[src/design/assert_macros.svh]
// assertion macros shared by the rtl files
// each macro clocks on i_clk and is disabled while i_rst_n is low
`ifndef ASSERT_MACROS_SVH
`define ASSERT_MACROS_SVH

// property must hold at every clock edge out of reset
`define ASSERT_CLK(label, prop, msg) \
    label: assert property (@(posedge i_clk) disable iff (!i_rst_n) (prop)) else $error(msg);

// implication form, consequent checked in the same cycle
`define ASSERT_IMP(label, ante, cons, msg) \
    label: assert property (@(posedge i_clk) disable iff (!i_rst_n) (ante) |-> (cons)) \
        else $error(msg);

`endif

[src/design/cbo_pkg.sv]
// package for the checkerboard brightness overlay
// holds register indices, field widths and the saturating channel add; no dependencies
`default_nettype none

package cbo_pkg;

    localparam int MAX_SIDE_DEF = 4096;
    localparam int CH_W         = 8;
    localparam int OFFSET_W     = 9;
    localparam int GEOM_W       = 13;
    localparam int CFG_IDX_W    = 3;
    localparam int PIX_W        = 3 * CH_W;

    typedef enum logic [CFG_IDX_W-1:0] {
        CFG_OFFSET = 3'd0,
        CFG_CELL   = 3'd1,
        CFG_WIDTH  = 3'd2,
        CFG_HEIGHT = 3'd3
    } t_cfg_idx;

    // channel plus signed offset, clamped to 0..255
    function automatic logic [CH_W-1:0] sat_add(input logic [CH_W-1:0] ch,
                                                input logic signed [OFFSET_W-1:0] off);
        logic signed [CH_W+1:0] sum;
        sum = $signed({2'b00, ch}) + CH_W'(0) + off;
        if (sum < 0) begin
            sat_add = '0;
        end else if (sum > $signed(10'sd255)) begin
            sat_add = '1;
        end else begin
            sat_add = sum[CH_W-1:0];
        end
    endfunction

endpackage

`default_nettype wire

[src/design/checkerboard_brightness_overlay_core.sv]
// Checkerboard brightness overlay: one RGB pixel per clock in raster order, top row first,
// unless a divide run or a downstream stall holds tready low. A pixel can be taken in the
// same cycle its predecessor's result is taken downstream, and its result is loaded into
// the output register, which holds it while the downstream side stalls. After a write of
// cell_size, image_width or image_height the frame restarts at the top-left pixel and the
// input holds tready low while a one-bit-per-cycle restoring divider finds (height-1) mod
// cell and the parity of (height-1) div cell, which set the bottom-origin row phase of the
// top row. Offset writes take effect at once.
// Config writes are always taken (o_cfg_ready is tied high).
// Depends on cbo_pkg and assert_macros.svh.
`default_nettype none

`include "assert_macros.svh"

module checkerboard_brightness_overlay_core #(
    parameter int MAX_SIDE = cbo_pkg::MAX_SIDE_DEF
) (
    input  wire logic                             i_clk,
    input  wire logic                             i_rst_n,
    // pixel in
    input  wire logic                             i_s_tvalid,
    output logic                                  o_s_tready,
    input  wire logic [cbo_pkg::PIX_W-1:0]        i_s_tdata,   // red_in, green_in, blue_in
    // pixel out
    output logic                                  o_m_tvalid,
    input  wire logic                             i_m_tready,
    output logic [cbo_pkg::PIX_W-1:0]             o_m_tdata,   // red_out, green_out, blue_out
    output logic [1:0]                            o_m_tuser,   // in_even_cell, row_end
    output logic                                  o_m_tlast,   // frame_end
    // register writes
    input  wire logic                             i_cfg_valid,
    output logic                                  o_cfg_ready,
    input  wire logic [cbo_pkg::CFG_IDX_W-1:0]    i_cfg_index,
    input  wire logic [cbo_pkg::GEOM_W-1:0]       i_cfg_data
);

    localparam int GEOM_MAX = (1 << cbo_pkg::GEOM_W) - 1;
    localparam int MAXEFF   = (MAX_SIDE < GEOM_MAX) ? MAX_SIDE : GEOM_MAX;
    localparam int EW       = $clog2(MAXEFF + 1);   // effective side width
    localparam int PW       = $clog2(MAXEFF);       // counter / phase width
    localparam int CW       = $clog2(PW);           // divider step counter width
    localparam int CH_W     = cbo_pkg::CH_W;

    // configuration: the offset, and the sides stored as effective side minus one
    logic signed [cbo_pkg::OFFSET_W-1:0] r_offset, n_offset;
    logic [PW-1:0] r_cm1, n_cm1;
    logic [PW-1:0] r_wm1, n_wm1;
    logic [PW-1:0] r_hm1, n_hm1;

    // frame position
    logic [PW-1:0] r_col_cnt, n_col_cnt;
    logic [PW-1:0] r_row_cnt, n_row_cnt;
    logic [PW-1:0] r_col_ph, n_col_ph;
    logic [PW-1:0] r_row_ph, n_row_ph;
    logic          r_col_par, n_col_par;
    logic          r_row_par, n_row_par;

    // top-row start values, from the divider
    logic [PW-1:0] r_start_ph, n_start_ph;
    logic          r_start_par, n_start_par;

    // divider
    logic          r_div_busy, n_div_busy;
    logic [CW-1:0] r_div_cnt, n_div_cnt;
    logic [EW-1:0] r_rem, n_rem;

    // output register
    logic                        r_m_valid, n_m_valid;
    logic [cbo_pkg::PIX_W-1:0]   r_m_data, n_m_data;
    logic [1:0]                  r_m_user, n_m_user;
    logic                        r_m_last, n_m_last;

    logic          s_accept;
    logic          cfg_wr;
    logic          geom_wr;
    logic [PW-1:0] geom_m1;
    logic [EW-1:0] cell_eff;
    logic [EW:0]   rem_sh;
    logic          rem_ge;
    logic [EW:0]   rem_sub;
    logic          even;
    logic          last_col;
    logic          last_row;

    assign o_cfg_ready = 1'b1;
    assign cfg_wr      = i_cfg_valid;
    assign o_s_tready  = !r_div_busy && (!r_m_valid || i_m_tready);
    assign s_accept    = i_s_tvalid && o_s_tready;

    // zero acts as one, oversize as the maximum side
    always_comb begin
        if (i_cfg_data == '0) begin
            geom_m1 = '0;
        end else if (i_cfg_data > cbo_pkg::GEOM_W'(MAXEFF)) begin
            geom_m1 = PW'(MAXEFF - 1);
        end else begin
            geom_m1 = PW'(i_cfg_data - 1'b1);
        end
    end

    assign geom_wr = cfg_wr && (i_cfg_index == cbo_pkg::CFG_CELL
                             || i_cfg_index == cbo_pkg::CFG_WIDTH
                             || i_cfg_index == cbo_pkg::CFG_HEIGHT);

    // restoring divide step, one quotient bit a cycle, msb first
    assign cell_eff = EW'(r_cm1) + 1'b1;
    assign rem_sh   = {r_rem, r_hm1[CW'(PW - 1) - r_div_cnt]};
    assign rem_ge   = rem_sh >= {1'b0, cell_eff};
    assign rem_sub  = rem_sh - {1'b0, cell_eff};

    assign even     = !(r_row_par ^ r_col_par);
    assign last_col = r_col_cnt >= r_wm1;
    assign last_row = r_row_cnt >= r_hm1;

    always_comb begin
        n_offset    = r_offset;
        n_cm1       = r_cm1;
        n_wm1       = r_wm1;
        n_hm1       = r_hm1;
        n_col_cnt   = r_col_cnt;
        n_row_cnt   = r_row_cnt;
        n_col_ph    = r_col_ph;
        n_row_ph    = r_row_ph;
        n_col_par   = r_col_par;
        n_row_par   = r_row_par;
        n_start_ph  = r_start_ph;
        n_start_par = r_start_par;
        n_div_busy  = r_div_busy;
        n_div_cnt   = r_div_cnt;
        n_rem       = r_rem;
        n_m_valid   = r_m_valid;
        n_m_data    = r_m_data;
        n_m_user    = r_m_user;
        n_m_last    = r_m_last;

        // output register
        if (s_accept) begin
            n_m_valid = 1'b1;
            n_m_data  = i_s_tdata;
            if (even) begin
                n_m_data = {cbo_pkg::sat_add(i_s_tdata[3*CH_W-1:2*CH_W], r_offset),
                            cbo_pkg::sat_add(i_s_tdata[2*CH_W-1:CH_W], r_offset),
                            cbo_pkg::sat_add(i_s_tdata[CH_W-1:0], r_offset)};
            end
            n_m_user = {last_col, even};
            n_m_last = last_col && last_row;
        end else if (i_m_tready) begin
            n_m_valid = 1'b0;
        end

        // frame position
        if (s_accept) begin
            if (!last_col) begin
                n_col_cnt = r_col_cnt + 1'b1;
                if (r_col_ph >= r_cm1) begin
                    n_col_ph  = '0;
                    n_col_par = !r_col_par;
                end else begin
                    n_col_ph = r_col_ph + 1'b1;
                end
            end else begin
                n_col_cnt = '0;
                n_col_ph  = '0;
                n_col_par = 1'b0;
                if (last_row) begin
                    n_row_cnt = '0;
                    n_row_ph  = r_start_ph;
                    n_row_par = r_start_par;
                end else begin
                    n_row_cnt = r_row_cnt + 1'b1;
                    if (r_row_ph == '0) begin
                        n_row_ph  = r_cm1;
                        n_row_par = !r_row_par;
                    end else begin
                        n_row_ph = r_row_ph - 1'b1;
                    end
                end
            end
        end

        // divider run
        if (r_div_busy) begin
            n_rem     = rem_ge ? EW'(rem_sub) : EW'(rem_sh);
            n_div_cnt = r_div_cnt + 1'b1;
            if (r_div_cnt == CW'(PW - 1)) begin
                n_div_busy  = 1'b0;
                n_start_ph  = PW'(n_rem);
                n_start_par = rem_ge;
                n_row_ph    = PW'(n_rem);
                n_row_par   = rem_ge;
            end
        end

        // register writes, geometry restarts the frame and the divider
        if (cfg_wr) begin
            case (i_cfg_index)
                cbo_pkg::CFG_OFFSET: n_offset = $signed(i_cfg_data[cbo_pkg::OFFSET_W-1:0]);
                cbo_pkg::CFG_CELL:   n_cm1 = geom_m1;
                cbo_pkg::CFG_WIDTH:  n_wm1 = geom_m1;
                cbo_pkg::CFG_HEIGHT: n_hm1 = geom_m1;
                default: ;
            endcase
        end
        if (geom_wr) begin
            n_col_cnt  = '0;
            n_row_cnt  = '0;
            n_col_ph   = '0;
            n_col_par  = 1'b0;
            n_div_busy = 1'b1;
            n_div_cnt  = '0;
            n_rem      = '0;
        end
    end

    always_ff @(posedge i_clk) begin
        if (!i_rst_n) begin
            r_offset    <= '0;
            r_cm1       <= '0;
            r_wm1       <= '0;
            r_hm1       <= '0;
            r_col_cnt   <= '0;
            r_row_cnt   <= '0;
            r_col_ph    <= '0;
            r_row_ph    <= '0;
            r_col_par   <= 1'b0;
            r_row_par   <= 1'b0;
            r_start_ph  <= '0;
            r_start_par <= 1'b0;
            r_div_busy  <= 1'b0;
            r_div_cnt   <= '0;
            r_rem       <= '0;
            r_m_valid   <= 1'b0;
        end else begin
            r_offset    <= n_offset;
            r_cm1       <= n_cm1;
            r_wm1       <= n_wm1;
            r_hm1       <= n_hm1;
            r_col_cnt   <= n_col_cnt;
            r_row_cnt   <= n_row_cnt;
            r_col_ph    <= n_col_ph;
            r_row_ph    <= n_row_ph;
            r_col_par   <= n_col_par;
            r_row_par   <= n_row_par;
            r_start_ph  <= n_start_ph;
            r_start_par <= n_start_par;
            r_div_busy  <= n_div_busy;
            r_div_cnt   <= n_div_cnt;
            r_rem       <= n_rem;
            r_m_valid   <= n_m_valid;
        end
    end

    always_ff @(posedge i_clk) begin
        r_m_data <= n_m_data;
        r_m_user <= n_m_user;
        r_m_last <= n_m_last;
    end

    assign o_m_tvalid = r_m_valid;
    assign o_m_tdata  = r_m_data;
    assign o_m_tuser  = r_m_user;
    assign o_m_tlast  = r_m_last;

    `ASSERT_IMP(a_no_take_while_div, r_div_busy, !o_s_tready, "pixel taken during divide")
    `ASSERT_IMP(a_row_ph_in_cell, !r_div_busy, r_row_ph <= r_cm1, "row phase beyond cell")
    `ASSERT_CLK(a_col_ph_in_cell, r_col_ph <= r_cm1, "column phase beyond cell")
    `ASSERT_IMP(a_frame_end_row_end, r_m_valid && r_m_last, r_m_user[1],
                "frame end without row end")
    `ASSERT_IMP(a_div_done_at_top, $fell(r_div_busy), r_row_cnt == '0 && r_col_cnt == '0,
                "divide finished away from the top-left pixel")

endmodule

`default_nettype wire

[config.mk]
export PLATFORM = sky130hd
export DESIGN_NAME = checkerboard_brightness_overlay_core
export DESIGN_NICKNAME = d
export VERILOG_FILES = /design/src/design/cbo_pkg.sv /design/src/design/checkerboard_brightness_overlay_core.sv
export VERILOG_INCLUDE_DIRS = /design/src /design/src/design
export SDC_FILE = /design/constraint.sdc
export NUM_CORES = 1
export LEC_CHECK = 0
export ABC_AREA = 1
export CORE_MARGIN = 10
export CORE_UTILIZATION = 45
export CTS_BUF_LIST = sky130_fd_sc_hd__clkbuf_16
export DETAILED_ROUTE_END_ITERATION = 16
export DONT_BUFFER_PORTS = 1
export PLACE_DENSITY = 0.7
export SLEW_MARGIN = 20
export SYNTH_ARGS = -nofsm -noshare
export SYNTH_HDL_FRONTEND = slang
export SYNTH_SLANG_ARGS = --single-unit
[constraint.sdc]
create_clock -name i_clk -period 4.9 [get_ports i_clk]
set_clock_uncertainty 0.05 [all_clocks]
set_input_delay 0.735 -clock i_clk [delete_from_list [all_inputs] [get_ports i_clk]]
set_output_delay 0.735 -clock i_clk [all_outputs]
set_load 0.01 [all_outputs]
* Word-level counts from Yosys, hierarchy flattened
Index checks and enable logic that the tools add are counted.
** Word-level totals
- Output and inout port bits :: 30
- Word-level logic and storage cells :: 109
- Flip-flop bits (word level) :: 154
** Operators by class
- Eq/ne operators :: 4
- Add/sub/neg operators :: 12
- Reduce and logical (&&, ||, !) cells :: 25
- Bitwise gates (word level) :: 2
- $lt $le $gt $ge :: 12
- Muxes and demuxes :: 35
** Operator list (count)
- 12-bit two-way mux :: 12
- 8-bit two-way mux :: 6
- 12-bit by 1-bit adder with 12-bit output (second input constant) :: 3
- 12-bit >= comparator :: 3
- 9-bit by 9-bit adder with 10-bit output :: 3
- 10-bit by 9-bit greater-than comparator with 1-bit output (second input constant) :: 3
- 10-bit by 1-bit < comparator with 1-bit output (second input constant) :: 3
- 24-bit two-way mux :: 1
- 12-bit by 1-bit subtractor with 12-bit output (second input constant) :: 2
- 14-bit by 13-bit >= comparator with 1-bit output :: 1
- 1-bit two-way mux :: 14
- 2-bit AND reduction :: 7
- 12-bit by 1-bit adder with 13-bit output (second input constant) :: 1
- 13-bit greater-than comparator (second input constant) :: 1
- 13-bit zero test :: 1
- 13-bit two-way mux :: 1
- 13-bit subtractor :: 1
- 12-bit zero test :: 1
- 3-bit by 2-bit equality test with 1-bit output (second input constant) :: 2
- 1-bit zero test :: 5
- 4-bit by 5-bit < comparator with 1-bit output (second input constant) :: 1
- 4-bit by 1-bit adder with 4-bit output (second input constant) :: 1
- 1-bit binary-select mux with 4-bit select :: 1
- 4-bit equality test (second input constant) :: 1
- other kinds (9) :: 15

* Logic depth before layout (Yosys ltp)
- Depth after elaboration :: 7
- Depth in mapped cells :: 23
- Mapped depth without buffers :: 22

* Worst setup path before layout
OpenSTA, ideal clock, no wires.
- Kind :: reg2reg
- Start point :: register r_cm1[0]
- End point :: register r_rem[1]
- Period minus slack after synthesis :: 2.734 ns
- Path buffers :: 1
- Cell stages (with the launch flop) :: 17
- Setup time :: 0.115 ns
- Setup slack :: 2.166 ns
- Arrival time :: 2.568 ns
- Cell sequence :: dfxtp_1 inv_1 nor3_2 nand3_1 nor3_2 nand3_1 xor2_1 ha_1 a21oi_1 o21ai_1 a21oi_2 nand3_4 buf_12 nand2_2 nand2_1 o21ai_0 inv_1
** Between the ends
- Longest elaborated chain between the ends :: 3
- Elaborated cells between the ends (all ways) :: 4
** RTL lines
- from (decl) :: RTL line checkerboard_brightness_overlay_core.sv:46 : logic [PW-1:0] r_cm1, n_cm1;
- from (signal assigned) :: RTL line checkerboard_brightness_overlay_core.sv:235 : r_cm1 <= n_cm1;
- 12-bit by 1-bit adder with 13-bit output (*) :: RTL line checkerboard_brightness_overlay_core.sv:106 : assign cell_eff = EW'(r_cm1) + 1'b1;
- 13-bit subtractor or 14-bit by 13-bit >= comparator with 1-bit output (tied branches) :: RTL line checkerboard_brightness_overlay_core.sv:109, checkerboard_brightness_overlay_core.sv:108
- 13-bit two-way mux (*) :: RTL line checkerboard_brightness_overlay_core.sv:183 : n_rem = rem_ge ? EW'(rem_sub) : EW'(rem_sh);
- to (signal assigned) :: RTL line checkerboard_brightness_overlay_core.sv:248 : r_rem <= n_rem;
- to (decl) :: RTL line checkerboard_brightness_overlay_core.sv:65 : logic [EW-1:0] r_rem, n_rem;
Mark *: on every way between the ends. The rest lies on a longest branch, timed or not.
A chain may end at the register's enable or synchronous reset.

* Worst setup path in the final report
- Start point :: register r_cm1[2]
- End point :: register r_start_ph[1]
** Between the ends
- Longest elaborated chain between the ends :: 3
** RTL lines
- 12-bit by 1-bit adder with 13-bit output :: RTL line checkerboard_brightness_overlay_core.sv:106
- 14-bit by 13-bit >= comparator with 1-bit output :: RTL line checkerboard_brightness_overlay_core.sv:108 : assign rem_ge = rem_sh >= {1'b0, cell_eff};
- 13-bit two-way mux :: RTL line checkerboard_brightness_overlay_core.sv:183
- to (signal assigned) :: RTL line checkerboard_brightness_overlay_core.sv:244 : r_start_ph <= n_start_ph;
- to (decl) :: RTL line checkerboard_brightness_overlay_core.sv:59 : logic [PW-1:0] r_start_ph, n_start_ph;
Every way passes these cells.

==> flow_summary.yaml <==
timing:
  hold_ws_ps: 366
  fin_tns_setup_ps: 0
  rsz0062_at_grt: "no"
  slew_headroom_pct: 44.0
  fmax_ghz: 0.290
  slew_viol_final: 0
  min_period_over_period_pct: 70.3
  hold_viol: 0
  setup_violations: 0
  tightest_slew_ps: 837
  period_needed_ps: 3450
pwr:
  internal-power_mw: 2.44
  peakVddDrop_mv: 0.206
  p_seq_share_pct: 38.2
  leakage_nw: 5.28
  p_comb_share_pct: 29.3
  powerDensity_nw_per_um2: 341
  power_mw: 3.86
  swShare_pct: 36.8
  power.switching_mw: 1.42
  p_clk_share_pct: 32.5
hold_path:
  hold_depth: 2
  hold_end: "r_offset[6]"
  min_from: "i_cfg_data[6]"
  holdCritPathClass: "primary input to flip-flop"
die:
  die_w_um: 173
  pin_count: 75
  start_util_pct: 46.2
  fp.dieH_um: 173
  rows: 55
  dieArea_um2: 30000
  core_um2: 22800
layout:
  syn2layout_area_growth_pct: 7.36
  layout_commonest_cell: "nand2_1"
  diodes: 0
  fillers: 2310
  drive_above_1_share_pct: 7.22
  mostFrequentLayoutCells: "353 x nand2_1, 196 x inv_1, 159 x nor2_1, 127 x dfxtp_1, 119 x a21oi_1"
  stdcell_count: 1822
  final_net_count: 1628
clock_network:
  cts_resized: 0
  htreeDepth: 4
  cts.sink_count: 154
  clk_pin_slew_worst_paths_ps: 70
  cts_setup_buffers: 0
  cts_tree: "yes"
  numCtsBuffers: 17
  cts_buffer_depth: 2
  cts_root_buf: "clkbuf_16"
  cts_hold_buf: 0
  clock_latency_ps: 440
logic_synthesis:
  synth_seq_cells: 154
  syn_area_per_cell_um2: 7.00
  ys_seq_area_share_pct: 31.8
  synthFlopType: "dfxtp_1"
  syn_area_um2: 10600
  synth_edf_count: 27
  syn_nets: 1640
  syn_inst: 1508
  ys_warn_count: 0
  synthArstFlopShare_pct: 0
  yosysUniqueCellTypes: 54
setup_path:
  crit_buf_inv: 3
  cp_max_fo: 21
  crit_slowest_cell: "dfxtp_1"
  path_common_cell: "nand2_1"
  ff2ff_setup_slack_ps: 1450
  rr_worst_depth: 17
  critical_path_class: "flip-flop to flip-flop"
  cp.arrival_ps: 3710
  r2r-end: "r_start_ph[1]"
  path_cells: "inv_1 -> nor3_2 -> nand3_1 -> nor3_2 -> nand3_1 -> o21ai_0 -> o21ai_1 -> ha_1 -> nand2_1 -> nor4_2 -> nand2_2 -> nand3_4 -> inv_2 -> nand2_1 -> nand2_1 -> o21ai_0 -> inv_1"
  cp-startpoint: "r_cm1[2]"
  critPathLaunchType: "flip-flop"
  max_stage_delay_ps: 410
  end_kind: "flip-flop"
  crit_family: "simple AND/OR/NAND/NOR gates"
  rr_startpoint: "r_cm1[2]"
  required_ps: 5170
outcome:
  status: "completed"
routing:
  wl_per_cell_um: 15.4
  vias_per_cell: 5.24
  vias: 9554
  drtPass1Iterations: 5
  ant_nets: 0
  drt_wl_total_um: 28000
  remaining_drc_errors: 0
  drtIter0Drc: 720
placed_design:
  port_buffers: 0
  dp.cells: 1790
  place_congestion: 0.948
  dp_hpwl_um: 21300
flow_run:
  cap_viol_max_count: 0
global_routing:
  grt_pass1_wl_um: 45800
  overflow: 0
  grt_use_total_pct: 18.4
  antenna_found_initial: 0
  grt_pass1_vias: 8875
  grt_max_degree: 56
[layer usage]
metal | wire length, µm | track usage (%) | vias to the layer above
met5 | 0 | 0 | -
met4 | 429 | 5.61 | 0
met3 | 1960 | 3.92 | 39
met2 | 12800 | 29.4 | 271
met1 | 12900 | 24.4 | 4357
li1 | - | - | 4887
[final cells by class]
cell class	count	area [µm²]	area share (%)
flip-flops and latches	154	3350	29.6
well taps	313	392	3.46
clock inverters	15	125	1.10
clock buffers	17	425	3.75
repair buffers	5	37.5	0.331
inverters	203	772	6.81
multi-input cells	1115	6230	55.0
[sequential cells by signal, summed over array words and instances (netlist names), 9 cells and up]
register / count
r_hm1: 12
r_col_cnt: 12
r_col_ph: 12
r_row_cnt: 12
o_m_tdata: 24
r_wm1: 12
r_row_ph: 12
r_rem: 13
r_start_ph: 12
r_cm1: 12
r_offset: 9
[cell usage after synthesis (18+ instances only)]
library cell / count / area share, %
a21oi_1: 119 / 5.6
clkbuf_1: 18 / 0.64
dfxtp_1: 127 / 24
edfxtp_1: 27 / 7.7
ha_1: 83 / 9.8
inv_1: 194 / 6.9
nand2_1: 353 / 13
nand3_1: 69 / 3.3
nor2_1: 161 / 5.7
nor3_1: 24 / 1.1
o21ai_0: 106 / 5.0
o21ai_1: 26 / 1.2
xor2_1: 38 / 3.2
[worst max-delay path by stage]
stage / cells after the start / endpoint / slack, ps
2_1_floorplan: 16 / r_rem[1] / 2170
3_3_place_gp: 16 / r_row_ph[11] / 1630
3_5_place_dp: 17 / r_start_ph[1] / 1500
4_1_cts: 17 / r_start_ph[1] / 1490
5_1_grt: 19 / r_start_ph[1] / 1170
6_report: 17 / r_start_ph[1] / 1450
[logic make-up (layout without fill, tap and decap cells)]
family,count (synthesis),after routing,synth area share (%)
compound gates,290,290,14.9
mux,2,2,0.190
xor+xnor,54,54,4.48
other cells,1,1,0.0355
flops,154,154,31.8
buf+inv,239,240,9.33
simple gates,681,681,28.7
fa+ha+maj,87,87,10.6
[power groups by stage]
stage	Combinational (mW)	Clock (mW)	Sequential (mW)
finish	1.13	1.26	1.48
CTS	1.12	1.28	1.48
floorplan	0.922	0	1.47
detailed placement	1.12	0	1.51
global placement	1.11	0	1.51
global route	1.28	1.33	1.49
[worst register-to-register path: cells and delay by family, from the launching register on]
family / cells / cell delay, ps
fa+ha+maj: 1 / 320
buf+inv: 3 / 400
simple gates: 10 / 1710
flops: 1 / 410
compound gates: 3 / 440
[per-stage QoR]
step / util (%) / cell area [µm²] / setup WS, ps
CTS: 49.6 / 11300 / 1490
floorplan: - / 10600 / 2170
detailed placement: 47.2 / 10800 / 1500
finish: 49.6 / 11300 / 1450
global route: 49.6 / 11300 / 1170
global placement: 47.2 / 10800 / 1630
Note: power is estimated with default switching activity, not from simulation.
